$ cat src/degenerate_triangle_filter_macros.svh
// Assertion macros for the degenerate triangle filter.
// Expects clk_i and rst_ni in the scope where a macro is used.
`ifndef DEGENERATE_TRIANGLE_FILTER_MACROS_SVH
`define DEGENERATE_TRIANGLE_FILTER_MACROS_SVH

// Same-cycle implication, switched off while reset is held.
`define DTF_ASSERT_IMP(label, ante, cons, msg) \
  label: assert property (@(posedge clk_i) disable iff (!rst_ni) (ante) |-> (cons)) \
    else $error(msg);

// Next-cycle implication, switched off while reset is held.
`define DTF_ASSERT_NXT(label, ante, cons, msg) \
  label: assert property (@(posedge clk_i) disable iff (!rst_ni) (ante) |=> (cons)) \
    else $error(msg);

`endif

$ cat src/dtf_pkg.sv
// Package for the degenerate triangle filter: widths, payload and control types.
// No dependencies.
package dtf_pkg;

  localparam int COORD_BITS = 16;
  localparam int IDX_W      = 32;
  localparam int THR_W      = 32;

  localparam int EDGE_W   = COORD_BITS + 1;
  localparam int PROD_W   = 2 * EDGE_W;
  localparam int CROSS_W  = PROD_W + 1;
  localparam int MAG_W    = 2 * COORD_BITS + 1;
  localparam int SQ_LO_W  = MAG_W / 2;
  localparam int SQ_HI_W  = MAG_W - SQ_LO_W;
  localparam int HH_W     = 2 * SQ_HI_W;
  localparam int HL_W     = SQ_HI_W + SQ_LO_W;
  localparam int LL_W     = 2 * SQ_LO_W;
  localparam int SQ_W     = 2 * MAG_W;
  localparam int ACC_W    = SQ_W + 2;
  localparam int T2_W     = 2 * THR_W;
  localparam int CMP_W    = (ACC_W > T2_W) ? ACC_W : T2_W;
  localparam int N_AXES   = 3;

  typedef struct packed {
    logic [IDX_W-1:0]             vert_a;
    logic [IDX_W-1:0]             vert_b;
    logic [IDX_W-1:0]             vert_c;
    logic signed [COORD_BITS-1:0] ax;
    logic signed [COORD_BITS-1:0] ay;
    logic signed [COORD_BITS-1:0] az;
    logic signed [COORD_BITS-1:0] bx;
    logic signed [COORD_BITS-1:0] by_coord;
    logic signed [COORD_BITS-1:0] bz;
    logic signed [COORD_BITS-1:0] cx_coord;
    logic signed [COORD_BITS-1:0] cy_coord;
    logic signed [COORD_BITS-1:0] cz_coord;
  } dtf_in_t;

  typedef struct packed {
    logic [IDX_W-1:0] kept_a;
    logic [IDX_W-1:0] kept_b;
    logic [IDX_W-1:0] kept_c;
  } dtf_out_t;

  // Load enables of the two squaring stages.
  typedef struct packed {
    logic pp_en;
    logic sq_en;
  } dtf_sq_ctrl_t;

endpackage

$ cat src/dtf_square.sv
// Two-stage exact squarer for a cross product magnitude, split into halves.
// Depends on dtf_pkg.
module dtf_square (
  input  logic                        clk_i,
  input  dtf_pkg::dtf_sq_ctrl_t       ctrl_i,
  input  logic [dtf_pkg::MAG_W-1:0]   mag_i,
  output logic [dtf_pkg::SQ_W-1:0]    sq_o
);
  import dtf_pkg::*;

  logic [SQ_HI_W-1:0] hi;
  logic [SQ_LO_W-1:0] lo;
  logic [HH_W-1:0]    hh_d, hh_q;
  logic [HL_W-1:0]    hl_d, hl_q;
  logic [LL_W-1:0]    ll_d, ll_q;
  logic [SQ_W-1:0]    sq_d, sq_q;

  assign hi = mag_i[MAG_W-1:SQ_LO_W];
  assign lo = mag_i[SQ_LO_W-1:0];

  // Partial products; the cross term appears twice, hence the extra shift.
  assign hh_d = HH_W'(hi) * HH_W'(hi);
  assign hl_d = HL_W'(hi) * HL_W'(lo);
  assign ll_d = LL_W'(lo) * LL_W'(lo);

  assign sq_d = (SQ_W'(hh_q) << (2 * SQ_LO_W))
              + (SQ_W'(hl_q) << (SQ_LO_W + 1))
              + SQ_W'(ll_q);

  always_ff @(posedge clk_i) begin
    if (ctrl_i.pp_en) begin
      hh_q <= hh_d;
      hl_q <= hl_d;
      ll_q <= ll_d;
    end
    if (ctrl_i.sq_en) begin
      sq_q <= sq_d;
    end
  end

  assign sq_o = sq_q;

endmodule

$ cat config.mk
export PLATFORM = sky130hd
export DESIGN_NAME = dtf_square
export DESIGN_NICKNAME = d
export VERILOG_FILES = /design/src/degenerate_triangle_filter_macros.svh /design/src/dtf_pkg.sv /design/src/dtf_square.sv
export SDC_FILE = /design/constraint.sdc
export NUM_CORES = 2
export LEC_CHECK = 0
export ABC_AREA = 1
export BUFFER_PORTS_ARGS = -buffer_cell sky130_fd_sc_hd__buf_2
export CORE_UTILIZATION = 30
export CTS_CLUSTER_DIAMETER = 60
export DETAILED_ROUTE_END_ITERATION = 16
export SYNTH_ARGS = -nofsm -noshare
export SYNTH_HDL_FRONTEND = slang
export SYNTH_SLANG_ARGS = --single-unit
$ cat constraint.sdc
create_clock -name clk_i -period 13.3 [get_ports clk_i]
set_clock_uncertainty 0.2 [all_clocks]
set_input_delay 1.995 -clock clk_i [delete_from_list [all_inputs] [get_ports clk_i]]
set_output_delay 1.995 -clock clk_i [all_outputs]
set_load 0.05 [all_outputs]
==> impl_metrics.toml <==
[sta]
period_minus_slack_ns = 7.707
setup_viol = 0
tightest_slew_ns = 0.9994
fin_setup_tns_ns = 0
relSlewSlack_pct = 33.38
fin_crit_sh_pct = 57.95
rsz0062_at_grt = "false"
holdWs_ns = 0.2226
fmax_mhz = 129.7
setup_slack_ns = 5.593
maxSlewViolCount = 0
hold_viol_final = 0

[grt]
gr-total-overflow = 0
grt_pass1_vias = 28030
grt_start_max_net_pins = 66
grt_pass1_wl_mm = 146.3
track_usage_pct = 15.70
antenna_found_initial = 5

[die]
die_h_um = 341.3
rows = 124
die_w_um = 341.3
die_area_um2 = 116500
start_util_pct = 30.24
core_area_um2 = 114200
io_pins = 102

[final_layout]
multi_input_comb_area_um2 = 24380
seqCellArea_um2 = 4865
drive_gt1_share_pct = 4.748
layout_common_cells = "inv_1, nand2_1, fa_1"
antenna_cells = 0
fin_nets = 5398
area_growth_pct = 7.597
final_common_cell = "inv_1"
fillCellCount = 12200

[yosys]
synth_area_leader_cell = "fa_1"
synth-main-ff-cell = "edfxtp_1"
synth_nets = 5397
avgSynthCellArea_um2 = 7.759
synth-compound-area-share_pct = 3.261
ys_types = 40
synth-xor-area-share_pct = 2.384
netlist_area_um2 = 34540
ys_seq_elements = 162
synth_cells = 4451
async_reset_ff_share_pct = 0
yosysWarnings = 0
yosys.area_share.simple_pct = 19.74
synth_top_family_by_area = "adder cells"
synth_mux_area_share_pct = 0
yosysSeqAreaShare_pct = 14.09
synthAdderAreaFrac_pct = 45.21
synth_area_leaders = "fa_1, edfxtp_1, inv_1, nand2_1, ha_1"
synth_edf_count = 162
synth_top_area_share_pct = 32.64

[setup_path]
cp-end-kind = "flip-flop"
cp_cell_sequence = "buf_2, nand2_1, fa_1, inv_1, fa_1, fa_1, fa_1, fa_1, inv_1, fa_1, inv_1, ha_1, a21oi_1, o21ai_0, nand2_1, nand2_1, a21oi_1, nand2_1, nand2_1, nand2_1"
worstPathRequired_ns = 13.32
crit_type = "input pin to flip-flop"
cp_num_buf_inv = 4
crit_slowest_cell = "buf_2"
startpoint_type = "input pin"
path_max_fanout = 34
cpPeakStageDelay_ns = 0.70
critPathArrivalTime_ns = 7.72
cp_top_family = "adder cells"

[detailed_routing]
routed-via-count = 26670
via_per_inst = 4.462
route.detailed.drc = 0
postRouteAntennaNets = 0
first_pass_iters = 7
wl_per_cell_um = 14.70
wl_mm = 87.87
drtIter0Drc = 1358

[clocking]
cts_hold_buf = 0
cts_buffers = 17
clock-sinks = 162
clock_path_buffers = 2
cts_root_buf = "clkbuf_16"
clk_latency_ns = 0.46
path_clk_slew_ns = 0.07
cts_setup_buffers = 0
h-tree-depth = 4
cts_resized = 0
cts_tree = "done"

[hold_path]
worst_hold_path_type = "flip-flop to flip-flop"

[flow_run]
cap_viol_max_count = 0

[placed_design]
pre_cts_slack_ns = 5.164
gp_congestion = 0.9028
hpwl_mm = 71.06
port_buffers = 100

[status]
status = "completed"
## per-layer routing
metal / up-vias / global-route usage [%] / share of wire (%)
li1: 13010 / - / -
met1: 13000 / 21.05 / 46
met2: 545 / 27.03 / 47
met3: 100 / 1.461 / 4.2
met4: 10 / 3.980 / 2.1
met5: - / 0 / 0.065
## cell usage after synthesis, types with 2 or more instances
library cell  number
or2_2              5
a21oi_1          119
xnor2_1           17
nand2_2           21
nand3_1          127
o211ai_1           3
nor3_1            26
clkbuf_1         130
and2_1             3
edfxtp_1         162
nand3b_1           6
nand2_1         1229
a31oi_1            2
o21bai_1          12
nor2_1           174
inv_2              9
fa_1             563
xor2_1            77
nor4_1             2
nand3_2            5
nor2_4             6
o21ai_0           52
a21o_1            12
inv_1           1265
nor2_2            16
o21a_1             4
nand4_1           43
nor3_2             3
ha_1             347
## final timing paths
kind / startpoint / endpoint / cells after the start / slack [ns]
max: mag_i[21] / hl_q[30] / 20 / 5.59
min: ll_q[2] / sq_o[2] / 0 / 0.22
max reg2reg: hl_q[0] / sq_o[57] / 13 / 10.59
min reg2reg: ll_q[2] / sq_o[2] / 0 / 0.22
## final cells by class
class                      count  share of cell area [%]
multi-input combinational   2882                   65.62
sequential                   162                   13.09
clock buffer                  18                   1.155
clock inverter                14                  0.5253
tap                         1512                   5.091
timing repair buffer         114                   1.636
inverter                    1275                   12.88
## registers in the layout, indices dropped and copies added (netlist names)
| name | count |
|---|---|
| hh_q | 33 |
| sq_o | 65 |
| hl_q | 33 |
| ll_q | 31 |
## through the flow
step                      area (um2)  utilization (%)  cells
after floorplan                34540                -   4451
after global placement         36540            32.00   5945
after global routing           37160            32.54   5977
after CTS                      37160            32.54   5977
final                          37160            32.54   5977
after detailed placement       36540            32.00   5945
## cells by family (layout without fill, tap and decap cells)
group           Yosys count  in the layout
fa+ha+maj               910            910
flops                   162            162
simple gates           1670           1670
buf+inv                1407           1421
other cells               1              1
xor+xnor                 94             94
compound gates          207            207
Power is left out: the tool's default activity adds up to more than one toggle a clock period on the data nets, which glitch-free logic cannot reach.
